--- src/hdl/iol_pkg.sv ---
// Shared types and codes for the indexed ordered list core.
// Has no dependencies. The top level imports it.
`timescale 1ns / 1ps
`default_nettype none

package iol_pkg;

   // Field widths on the stream ports.
   localparam int MODE_W      = 4;
   localparam int POS_W       = 5;
   localparam int VALUE_W     = 32;
   localparam int COUNT_OUT_W = 5;
   localparam int STATUS_W    = 2;

   // Packed stream widths, padded to whole bytes.
   localparam int REQ_TDATA_W = 40;
   localparam int RSP_TDATA_W = 40;
   localparam int RSP_PAD_W   = RSP_TDATA_W - VALUE_W - COUNT_OUT_W;

   // Request modes.
   localparam logic [MODE_W-1:0] MODE_PUSH_BACK  = 4'd0;
   localparam logic [MODE_W-1:0] MODE_PUSH_FRONT = 4'd1;
   localparam logic [MODE_W-1:0] MODE_POP_BACK   = 4'd2;
   localparam logic [MODE_W-1:0] MODE_POP_FRONT  = 4'd3;
   localparam logic [MODE_W-1:0] MODE_INSERT     = 4'd4;
   localparam logic [MODE_W-1:0] MODE_REMOVE     = 4'd5;
   localparam logic [MODE_W-1:0] MODE_READ       = 4'd6;
   localparam logic [MODE_W-1:0] MODE_WRITE      = 4'd7;
   localparam logic [MODE_W-1:0] MODE_CLEAR      = 4'd8;

   // Result status codes.
   localparam logic [STATUS_W-1:0] ST_DONE    = 2'd0;
   localparam logic [STATUS_W-1:0] ST_IGNORED = 2'd1;
   localparam logic [STATUS_W-1:0] ST_FULL    = 2'd2;

   typedef enum logic [2:0] {
      S_IDLE,
      S_SHIFT_RD,
      S_SHIFT_WR,
      S_READ,
      S_READ_WAIT,
      S_DONE
   } state_type;

   // Kind of list edit carried out by the shift sequencer.
   typedef enum logic [1:0] {
      KIND_OPEN,
      KIND_CLOSE,
      KIND_WRITE
   } kind_type;

   typedef struct packed {
      logic [STATUS_W-1:0] status;
      kind_type            kind;
      state_type           next;
   } decode_type;

endpackage

`default_nettype wire

--- src/hdl/iol_ram.sv ---
// Generic single-port-write, single-port-read RAM with a registered read.
// Has no dependencies; width and depth come from its parameters.
`timescale 1ns / 1ps
`default_nettype none

module iol_ram #(
   parameter int WIDTH = 32,
   parameter int DEPTH = 16
) (
   input  wire logic                     clock,
   input  wire logic                     wr_en,
   input  wire logic [$clog2(DEPTH)-1:0] wr_addr,
   input  wire logic [WIDTH-1:0]         wr_data,
   input  wire logic [$clog2(DEPTH)-1:0] rd_addr,
   output logic      [WIDTH-1:0]         rd_data
);

   logic [WIDTH-1:0] mem_ff [DEPTH];
   logic [WIDTH-1:0] rd_data_ff;

   always_ff @(posedge clock) begin
      if (wr_en) begin
         mem_ff[wr_addr] <= wr_data;
      end
      rd_data_ff <= mem_ff[rd_addr];
   end

   assign rd_data = rd_data_ff;

endmodule

`default_nettype wire

--- src/hdl/indexed_ordered_list_core.sv ---
// Indexed ordered list: push/pop at either end, insert/remove/read/write at an index, clear.
// After an accepted request beat, clears and ignored or refused requests go straight to S_DONE,
// reads pass through S_READ and S_READ_WAIT, and the other edits run S_SHIFT_RD and S_SHIFT_WR
// for each entry moved, then a last S_SHIFT_RD (none moved for back pushes, back pops, writes).
// One request at a time: the next beat is taken once the result is loaded; a stalled result waits.
// Synchronous active-high reset empties the list, not the RAM. Needs iol_pkg and iol_ram.
`timescale 1ns / 1ps
`default_nettype none

module indexed_ordered_list_core #(
   parameter int DEPTH      = 16,
   parameter int DATA_WIDTH = 32
) (
   input  wire logic                            clock,
   input  wire logic                            reset,
   input  wire logic                            req_tvalid,
   output logic                                 req_tready,
   // req_tdata from bit 0 up: position[4:0], value[36:5], zero padding
   input  wire logic [iol_pkg::REQ_TDATA_W-1:0] req_tdata,
   // req_tuser from bit 0 up: mode[3:0]
   input  wire logic [iol_pkg::MODE_W-1:0]      req_tuser,
   output logic                                 rsp_tvalid,
   input  wire logic                            rsp_tready,
   // rsp_tdata from bit 0 up: read_value[31:0], entry_count[36:32], zero padding
   output logic      [iol_pkg::RSP_TDATA_W-1:0] rsp_tdata,
   // rsp_tuser from bit 0 up: status[1:0]
   output logic      [iol_pkg::STATUS_W-1:0]    rsp_tuser
);

   import iol_pkg::*;

   localparam int ADDR_W = $clog2(DEPTH);
   localparam int CNT_W  = $clog2(DEPTH + 1);
   localparam int CMP_W  = (CNT_W > POS_W) ? CNT_W : POS_W;

   // Request fields.
   logic [MODE_W-1:0]     mode;
   logic [POS_W-1:0]      position;
   logic [VALUE_W-1:0]    value;
   logic [63:0]           value_wide;
   logic [DATA_WIDTH-1:0] req_word;

   assign mode       = req_tuser;
   assign position   = req_tdata[POS_W-1:0];
   assign value      = req_tdata[POS_W+VALUE_W-1:POS_W];
   assign value_wide = 64'(value);
   assign req_word   = value_wide[DATA_WIDTH-1:0];

   // Control and datapath registers.
   state_type             state_ff, state_in;
   kind_type              kind_ff, kind_in;
   logic [CNT_W-1:0]      count_ff, count_in;
   logic [ADDR_W-1:0]     idx_ff, idx_in;
   logic [ADDR_W-1:0]     stop_ff, stop_in;
   logic [DATA_WIDTH-1:0] word_ff, word_in;
   logic [VALUE_W-1:0]    rd_ff, rd_in;
   logic [STATUS_W-1:0]   status_ff, status_in;

   logic                   rsp_valid_ff, rsp_valid_in;
   logic [VALUE_W-1:0]     rsp_read_ff, rsp_read_in;
   logic [COUNT_OUT_W-1:0] rsp_count_ff, rsp_count_in;
   logic [STATUS_W-1:0]    rsp_status_ff, rsp_status_in;

   // RAM port signals.
   logic                  ram_we;
   logic [ADDR_W-1:0]     ram_waddr;
   logic [DATA_WIDTH-1:0] ram_wdata;
   logic [ADDR_W-1:0]     ram_raddr;
   logic [DATA_WIDTH-1:0] ram_rdata;
   logic [63:0]           ram_rdata_wide;

   logic                  req_accept;
   logic                  rsp_load;
   logic                  at_stop;
   logic [ADDR_W-1:0]     nb_idx;
   logic [CMP_W-1:0]      pos_ext;
   logic [CMP_W-1:0]      cnt_ext;
   logic [ADDR_W-1:0]     pos_a;
   logic [ADDR_W-1:0]     cnt_a;
   logic                  list_full;
   logic                  list_empty;
   logic [15:0]           count_wide;
   decode_type            dec;
   logic [ADDR_W-1:0]     dec_idx;
   logic [ADDR_W-1:0]     dec_stop;

   assign req_accept     = req_tvalid & req_tready;
   assign ram_rdata_wide = 64'(ram_rdata);
   assign pos_ext        = CMP_W'(position);
   assign cnt_ext        = CMP_W'(count_ff);
   assign pos_a          = ADDR_W'(pos_ext);
   assign cnt_a          = ADDR_W'(count_ff);
   assign list_full      = (count_ff == CNT_W'(DEPTH));
   assign list_empty     = (count_ff == '0);
   assign at_stop        = (idx_ff == stop_ff);

   // Shared index unit: the neighbor that moves into the current slot.
   assign nb_idx = (kind_ff == KIND_OPEN) ? idx_ff - ADDR_W'(1) : idx_ff + ADDR_W'(1);

   // Request decode: status, kind of edit and the index range to sweep.
   always_comb begin
      dec.status = ST_DONE;
      dec.kind   = KIND_WRITE;
      dec.next   = S_DONE;
      dec_idx    = pos_a;
      dec_stop   = pos_a;
      case (mode)
         MODE_PUSH_BACK, MODE_PUSH_FRONT: begin
            if (list_full) begin
               dec.status = ST_FULL;
            end else begin
               dec.kind = KIND_OPEN;
               dec.next = S_SHIFT_RD;
               dec_idx  = cnt_a;
               dec_stop = (mode == MODE_PUSH_BACK) ? cnt_a : '0;
            end
         end
         MODE_POP_BACK, MODE_POP_FRONT: begin
            if (list_empty) begin
               dec.status = ST_IGNORED;
            end else begin
               dec.kind = KIND_CLOSE;
               dec.next = S_SHIFT_RD;
               dec_idx  = (mode == MODE_POP_BACK) ? cnt_a - ADDR_W'(1) : '0;
               dec_stop = cnt_a - ADDR_W'(1);
            end
         end
         MODE_INSERT: begin
            if (pos_ext > cnt_ext) begin
               dec.status = ST_IGNORED;
            end else if (list_full) begin
               dec.status = ST_FULL;
            end else begin
               dec.kind = KIND_OPEN;
               dec.next = S_SHIFT_RD;
               dec_idx  = cnt_a;
               dec_stop = pos_a;
            end
         end
         MODE_REMOVE: begin
            if (pos_ext >= cnt_ext) begin
               dec.status = ST_IGNORED;
            end else begin
               dec.kind = KIND_CLOSE;
               dec.next = S_SHIFT_RD;
               dec_stop = cnt_a - ADDR_W'(1);
            end
         end
         MODE_READ: begin
            if (pos_ext >= cnt_ext) begin
               dec.status = ST_IGNORED;
            end else begin
               dec.next = S_READ;
            end
         end
         MODE_WRITE: begin
            if (pos_ext >= cnt_ext) begin
               dec.status = ST_IGNORED;
            end else begin
               dec.next = S_SHIFT_RD;
            end
         end
         MODE_CLEAR: begin
            dec.status = ST_DONE;
         end
         default: begin
            dec.status = ST_IGNORED;
         end
      endcase
   end

   // Next state.
   always_comb begin
      state_in = state_ff;
      case (state_ff)
         S_IDLE: begin
            if (req_accept) begin
               state_in = dec.next;
            end
         end
         S_SHIFT_RD: begin
            state_in = at_stop ? S_DONE : S_SHIFT_WR;
         end
         S_SHIFT_WR: begin
            state_in = S_SHIFT_RD;
         end
         S_READ: begin
            state_in = S_READ_WAIT;
         end
         S_READ_WAIT: begin
            state_in = S_DONE;
         end
         S_DONE: begin
            if (rsp_load) begin
               state_in = S_IDLE;
            end
         end
         default: begin
            state_in = S_IDLE;
         end
      endcase
   end

   // State outputs: handshake and RAM control.
   always_comb begin
      req_tready = 1'b0;
      rsp_load   = 1'b0;
      ram_we     = 1'b0;
      ram_waddr  = idx_ff;
      ram_wdata  = word_ff;
      ram_raddr  = nb_idx;
      case (state_ff)
         S_IDLE: begin
            req_tready = ~reset;
         end
         S_SHIFT_RD: begin
            // The last step places the new word; a close only drops the count.
            ram_we = at_stop & (kind_ff != KIND_CLOSE);
         end
         S_SHIFT_WR: begin
            ram_we    = 1'b1;
            ram_wdata = ram_rdata;
         end
         S_READ: begin
            ram_raddr = idx_ff;
         end
         S_READ_WAIT: begin
            ram_raddr = idx_ff;
         end
         S_DONE: begin
            rsp_load = ~rsp_valid_ff | rsp_tready;
         end
         default: begin
            req_tready = 1'b0;
         end
      endcase
   end

   // Datapath register updates.
   always_comb begin
      kind_in   = kind_ff;
      count_in  = count_ff;
      idx_in    = idx_ff;
      stop_in   = stop_ff;
      word_in   = word_ff;
      rd_in     = rd_ff;
      status_in = status_ff;

      if (req_accept) begin
         kind_in   = dec.kind;
         idx_in    = dec_idx;
         stop_in   = dec_stop;
         word_in   = req_word;
         rd_in     = '0;
         status_in = dec.status;
         if (mode == MODE_CLEAR) begin
            count_in = '0;
         end
      end

      if (state_ff == S_SHIFT_RD && at_stop) begin
         if (kind_ff == KIND_OPEN) begin
            count_in = count_ff + CNT_W'(1);
         end else if (kind_ff == KIND_CLOSE) begin
            count_in = count_ff - CNT_W'(1);
         end
      end

      if (state_ff == S_SHIFT_WR) begin
         idx_in = nb_idx;
      end

      if (state_ff == S_READ_WAIT) begin
         rd_in = ram_rdata_wide[VALUE_W-1:0];
      end
   end

   // Result register: holds a finished beat while the next request is taken.
   assign count_wide = 16'(count_ff);

   always_comb begin
      rsp_valid_in  = rsp_valid_ff & ~rsp_tready;
      rsp_read_in   = rsp_read_ff;
      rsp_count_in  = rsp_count_ff;
      rsp_status_in = rsp_status_ff;
      if (rsp_load) begin
         rsp_valid_in  = 1'b1;
         rsp_read_in   = rd_ff;
         rsp_count_in  = count_wide[COUNT_OUT_W-1:0];
         rsp_status_in = status_ff;
      end
   end

   always_ff @(posedge clock) begin
      if (reset) begin
         state_ff     <= S_IDLE;
         count_ff     <= '0;
         rsp_valid_ff <= 1'b0;
      end else begin
         state_ff     <= state_in;
         count_ff     <= count_in;
         rsp_valid_ff <= rsp_valid_in;
      end
   end

   always_ff @(posedge clock) begin
      kind_ff       <= kind_in;
      idx_ff        <= idx_in;
      stop_ff       <= stop_in;
      word_ff       <= word_in;
      rd_ff         <= rd_in;
      status_ff     <= status_in;
      rsp_read_ff   <= rsp_read_in;
      rsp_count_ff  <= rsp_count_in;
      rsp_status_ff <= rsp_status_in;
   end

   iol_ram #(
      .WIDTH (DATA_WIDTH),
      .DEPTH (DEPTH)
   ) u_entries (
      .clock   (clock),
      .wr_en   (ram_we),
      .wr_addr (ram_waddr),
      .wr_data (ram_wdata),
      .rd_addr (ram_raddr),
      .rd_data (ram_rdata)
   );

   assign rsp_tvalid = rsp_valid_ff;
   assign rsp_tdata  = {{RSP_PAD_W{1'b0}}, rsp_count_ff, rsp_read_ff};
   assign rsp_tuser  = rsp_status_ff;

   // The count never runs past the capacity of the list.
   assert property (@(posedge clock) disable iff (reset)
      count_ff <= CNT_W'(DEPTH))
      else $error("list count exceeds depth");

   // The count moves by one step at a time, or drops to zero on a clear.
   assert property (@(posedge clock) disable iff (reset)
      !$past(reset) && !$stable(count_ff) |->
         (count_ff == $past(count_ff) + CNT_W'(1)) ||
         (count_ff == $past(count_ff) - CNT_W'(1)) ||
         (count_ff == '0))
      else $error("list count jumped");

   // A beat with a failed status carries zero read data.
   assert property (@(posedge clock) disable iff (reset)
      rsp_valid_ff && (rsp_status_ff != ST_DONE) |-> (rsp_read_ff == '0))
      else $error("read data on a failed request");

   // RAM writes stay inside the list storage.
   assert property (@(posedge clock) disable iff (reset)
      ram_we |-> (CNT_W'(ram_waddr) < CNT_W'(DEPTH)))
      else $error("entry write outside storage");

endmodule

`default_nettype wire
--- config.mk ---
export PLATFORM = sky130hd
export DESIGN_NAME = indexed_ordered_list_core
export DESIGN_NICKNAME = d
export VERILOG_FILES = /design/src/hdl/iol_pkg.sv /design/src/hdl/iol_ram.sv /design/src/hdl/indexed_ordered_list_core.sv
export SDC_FILE = /design/constraint.sdc
export NUM_CORES = 1
export LEC_CHECK = 0
export BUFFER_PORTS_ARGS = -buffer_cell sky130_fd_sc_hd__buf_2
export CAP_MARGIN = 20
export CORE_MARGIN = 3
export CORE_UTILIZATION = 45
export DETAILED_ROUTE_END_ITERATION = 8
export SYNTH_ARGS = -nofsm -noshare
export SYNTH_HDL_FRONTEND = slang
export SYNTH_SLANG_ARGS = --single-unit
--- constraint.sdc ---
create_clock -name clock -period 4.5 [get_ports clock]
set_input_delay 0.45 -clock clock [delete_from_list [all_inputs] [get_ports clock]]
set_output_delay 0.45 -clock clock [all_outputs]
set_load 0.05 [all_outputs]
==> run_summary.xml <==
<?xml version="1.0" encoding="UTF-8"?>
<metrics>
  <group name="outcome">
    <metric name="outcome" unit="">completed</metric>
  </group>
  <group name="synth">
    <metric name="netlist_top_cells_area" unit="">sky130_fd_sc_hd__edfxtp_1, sky130_fd_sc_hd__nand3_1, sky130_fd_sc_hd__o21ai_0, sky130_fd_sc_hd__a21oi_1, sky130_fd_sc_hd__dfxtp_1</metric>
    <metric name="synth-edff-count" unit="">627</metric>
    <metric name="syn-mean-instance-area" unit="µm²">12.7</metric>
    <metric name="yosys_register_bits" unit="">668</metric>
    <metric name="muxShareOfSynthArea" unit="%">0.109</metric>
    <metric name="post_synth_instance_area" unit="mm²">0.0275</metric>
    <metric name="synthesis.instances" unit="">2165</metric>
    <metric name="yosysSeqAreaShare" unit="%">71.4</metric>
    <metric name="synth-main-ff-cell" unit="">sky130_fd_sc_hd__edfxtp_1</metric>
    <metric name="xor_xnor_fraction_of_synth_area" unit="%">0.318</metric>
    <metric name="synth_compound_gate_area_share" unit="%">10.3</metric>
    <metric name="main_combinational_cell_family_by_area_after_synthesis" unit="">simple AND/OR/NAND/NOR gates</metric>
    <metric name="async_flop_share" unit="%">0</metric>
    <metric name="synth_simple_gate_area_share" unit="%">13.9</metric>
    <metric name="ys.warnings.count" unit="">0</metric>
    <metric name="synth_area_leader_cell" unit="">sky130_fd_sc_hd__edfxtp_1</metric>
    <metric name="synth_cell_types" unit="">67</metric>
    <metric name="post_synth_adder_cell_area" unit="%">0.527</metric>
    <metric name="synthDominantCellAreaShare" unit="%">68.4</metric>
  </group>
  <group name="drt">
    <metric name="overall_routed_net_length" unit="mm">72.5</metric>
    <metric name="initialDrtViolationCount" unit="">2151</metric>
    <metric name="drt-wirelength-per-cell" unit="µm">23.8</metric>
    <metric name="drtAntennaViolNets" unit="">0</metric>
    <metric name="avgViaCountPerCell" unit="">6.03</metric>
    <metric name="drt_pass1_iterations" unit="">5</metric>
    <metric name="routed-via-count" unit="">18400</metric>
    <metric name="drc" unit="">0</metric>
  </group>
  <group name="setup_path">
    <metric name="critPathKind" unit="">register to register</metric>
    <metric name="regToRegSetupSlack" unit="ns">0.69</metric>
    <metric name="worstPathArrival" unit="ns">4.29</metric>
    <metric name="rr_startpoint" unit="">kind_ff[0]$_DFFE_PP_</metric>
    <metric name="timing.critical_path.from" unit="">kind_ff[0]$_DFFE_PP_</metric>
    <metric name="startpoint_class_of_the_critical_path" unit="">register</metric>
    <metric name="r2r_end" unit="">u_entries.rd_data[24]$_DFF_P_</metric>
    <metric name="worstPathMaxFanout" unit="">20</metric>
    <metric name="required" unit="ns">4.98</metric>
    <metric name="cp-end-kind" unit="">register</metric>
    <metric name="r2r.worst_path.cells" unit="">9</metric>
  </group>
  <group name="clock_network">
    <metric name="cts_root_buffer" unit="">sky130_fd_sc_hd__clkbuf_16</metric>
    <metric name="cts-root-to-sink-buffers" unit="">3</metric>
    <metric name="cts.reportedPaths.clkPinSlew" unit="ns">0.06</metric>
    <metric name="clock_latency" unit="ns">0.61</metric>
    <metric name="cts-htree-levels" unit="">3</metric>
    <metric name="cts_resized" unit="">0</metric>
    <metric name="clock_tree_from_tritoncts" unit="">yes</metric>
    <metric name="cts.sink_count" unit="">668</metric>
    <metric name="cts_inserted_buffers" unit="">70</metric>
  </group>
  <group name="final_layout">
    <metric name="insertedDiodeCount" unit="">0</metric>
    <metric name="synthToLayoutAreaGrowth" unit="%">13.9</metric>
    <metric name="layout_commonest_cell" unit="">sky130_fd_sc_hd__edfxtp_1</metric>
    <metric name="most_used_cells_in_the_layout_excluding_fill_and_tap_cells" unit="">sky130_fd_sc_hd__edfxtp_1, sky130_fd_sc_hd__nand3_1, sky130_fd_sc_hd__o21ai_0</metric>
    <metric name="fin_nets" unit="">2269</metric>
    <metric name="layout-drive-gt1-share" unit="%">13.5</metric>
    <metric name="final.fill_count" unit="">5024</metric>
    <metric name="layout.cell_area.non_filler" unit="mm²">0.0314</metric>
  </group>
  <group name="timing">
    <metric name="worst_max_slew_pin_slew" unit="ns">1.02</metric>
    <metric name="fmaxAchievable" unit="MHz">262</metric>
    <metric name="setup_repair_after_global_routing_missed_its_margin" unit="">no</metric>
    <metric name="finClkSkew" unit="ns">0.0193</metric>
    <metric name="timing.setup.tns" unit="ns">0</metric>
    <metric name="drv_slew" unit="">0</metric>
    <metric name="hold_viol_final" unit="">0</metric>
    <metric name="min_period" unit="ns">3.81</metric>
    <metric name="layout_worst_path_cycle_share" unit="%">84.7</metric>
    <metric name="setup_viol" unit="">0</metric>
    <metric name="timing.slew.headroom" unit="%">32.0</metric>
  </group>
  <group name="grt">
    <metric name="grt_pass1_vias" unit="">17800</metric>
    <metric name="number_of_antenna_violations_at_the_first_check_in_global_routing" unit="">2</metric>
    <metric name="grt_pass1_wl" unit="mm">109</metric>
    <metric name="global_route.overflow_total" unit="">0</metric>
    <metric name="globalRouteTotalUtil" unit="%">22.4</metric>
    <metric name="grt_start_max_net_pins" unit="">197</metric>
  </group>
  <group name="floorplan">
    <metric name="die_area" unit="mm²">0.0642</metric>
    <metric name="floorplan.die.height" unit="µm">253</metric>
    <metric name="starting_density_of_the_core" unit="%">45.5</metric>
    <metric name="top_level_ports" unit="">92</metric>
    <metric name="design.core.area" unit="mm²">0.0605</metric>
    <metric name="die-width" unit="µm">253</metric>
    <metric name="row_count" unit="">90</metric>
  </group>
  <group name="hold_path">
    <metric name="hold_path_depth" unit="">1</metric>
    <metric name="hold_path_startpoint" unit="">req_tdata[16]</metric>
    <metric name="path_type_of_the_worst_min_delay_path" unit="">primary input to register</metric>
    <metric name="whs_endpoint" unit="">word_ff[11]$_DFFE_PP_</metric>
  </group>
  <group name="placed_design">
    <metric name="globalplace.congestion" unit="">0.841</metric>
    <metric name="io_buffers" unit="">85</metric>
    <metric name="placed_cell_area" unit="mm²">0.0290</metric>
    <metric name="place_hpwl" unit="mm">36.5</metric>
  </group>
  <group name="power">
    <metric name="vdd_drop_max" unit="mV">0.478</metric>
    <metric name="power.switching_fraction" unit="%">31.0</metric>
    <metric name="power.share.combinational" unit="%">23.3</metric>
    <metric name="cellPowerDensity" unit="mW/mm²">546</metric>
    <metric name="static-leakage-power" unit="nW">10.3</metric>
    <metric name="internal_power" unit="mW">11.8</metric>
    <metric name="power.sequential.fraction" unit="%">44.2</metric>
    <metric name="switchingPower" unit="mW">5.31</metric>
    <metric name="p_total" unit="mW">17.1</metric>
    <metric name="clock_power_share" unit="%">32.5</metric>
  </group>
  <group name="flow_run">
    <metric name="timing.max_cap.violations" unit="">0</metric>
  </group>
</metrics>
-- layer usage --
metal  GRT usage, %  up-vias  part of all wire (%)
met2           36.7      821                    48
met4           7.99        0                   2.7
li1               -     8303                     -
met3           3.14      119                   7.4
met1           30.7     9112                    42
met5              0        -                     0
-- kinds of logic after synthesis --
kind of cell    Yosys count
other cells               1
flops                   668
mux                       3
xor+xnor                 10
compound gates          536
simple gates            736
buf+inv                 200
fa+ha+maj                11
-- power groups by stage --
stage,sequential [mW],clock (mW),combinational (mW)
2_1_floorplan,7.66,0,2.67
3_3_place_gp,7.70,0,3.87
3_5_place_dp,7.71,0,3.94
4_1_cts,7.58,5.69,3.96
5_1_grt,7.60,5.93,4.33
6_report,7.57,5.58,3.98
-- flip-flops by register name, indices dropped and copies added (netlist names) --
signal / cells
cnt_ext: 5
word_ff: 32
status_ff: 2
rsp_count_ff: 5
rd_ff: 32
kind_ff: 2
idx_ff: 4
u_entries.rd_data: 32
rsp_tvalid: 1
rsp_tuser: 2
rsp_read_ff: 32
u_entries.mem_ff: 512
state_ff: 3
stop_ff: 4
-- final cells by class --
cell class	count	area, µm²	share of cell area (%)
repair buffers	159	1310	4.16
clock inverters	30	275	0.878
inverters	12	45.0	0.144
clock buffers	96	1940	6.20
multi-input cells	1299	7160	22.8
flip-flops and latches	668	19600	62.7
well taps	782	978	3.12
-- critical path: stages (launching register included) --
cell and delay (ns):
sky130_fd_sc_hd__edfxtp_1 0.53, sky130_fd_sc_hd__nor2_1 0.34, sky130_fd_sc_hd__ha_1 0.30, sky130_fd_sc_hd__a211oi_1 0.32, sky130_fd_sc_hd__nor4_2 0.14, sky130_fd_sc_hd__o31ai_1 0.39
sky130_fd_sc_hd__nand3_2 0.82, sky130_fd_sc_hd__buf_4 0.49, sky130_fd_sc_hd__nor3_1 0.27, sky130_fd_sc_hd__nor4_2 0.08
-- synthesized netlist by cell type, types with 15 or more instances --
cell and n:
sky130_fd_sc_hd__a21oi_1 214, sky130_fd_sc_hd__nor4_1 15, sky130_fd_sc_hd__nand2_1 110, sky130_fd_sc_hd__edfxtp_1 627
sky130_fd_sc_hd__nor2_1 44, sky130_fd_sc_hd__nor4_2 23, sky130_fd_sc_hd__and2_1 33, sky130_fd_sc_hd__nor3_1 76
sky130_fd_sc_hd__clkbuf_1 72, sky130_fd_sc_hd__o21ai_0 267, sky130_fd_sc_hd__buf_2 74, sky130_fd_sc_hd__dfxtp_1 41
sky130_fd_sc_hd__nand3_1 393
-- metrics by stage --
step / instances / hold slack (ns) / utilization (%) / worst slack [ns]
after global routing: 3046 / 0.00970 / 51.9 / 0.523
after detailed placement: 2903 / 0.405 / 47.9 / 0.741
after floorplan: 2167 / 0.400 / - / 0.0297
final: 3046 / 0.0311 / 51.9 / 0.689
after global placement: 2903 / 0.401 / 47.9 / 0.799
after CTS: 3043 / 0.000216 / 51.8 / 0.703
-- how the worst max path moves through the flow --
stage	to	slack, ns	cells past startpoint
CTS	u_entries.rd_data[24]$_DFF_P_	0.70	9
global route	u_entries.rd_data[25]$_DFF_P_	0.52	9
detailed placement	u_entries.rd_data[25]$_DFF_P_	0.74	9
finish	u_entries.rd_data[24]$_DFF_P_	0.69	9
global placement	u_entries.rd_data[24]$_DFF_P_	0.80	9
floorplan	u_entries.mem_ff[0][0]$_DFFE_PP_	0.03	6
-- what timing repair did --
| action | 4_1_cts | 5_1_grt |
|---|---|---|
| endpoints found under the hold margin | 14 | 0 |
| hold buffers | 14 | 0 |
| setup buffers | 0 | 0 |
Power figures use the tool's default switching activity.
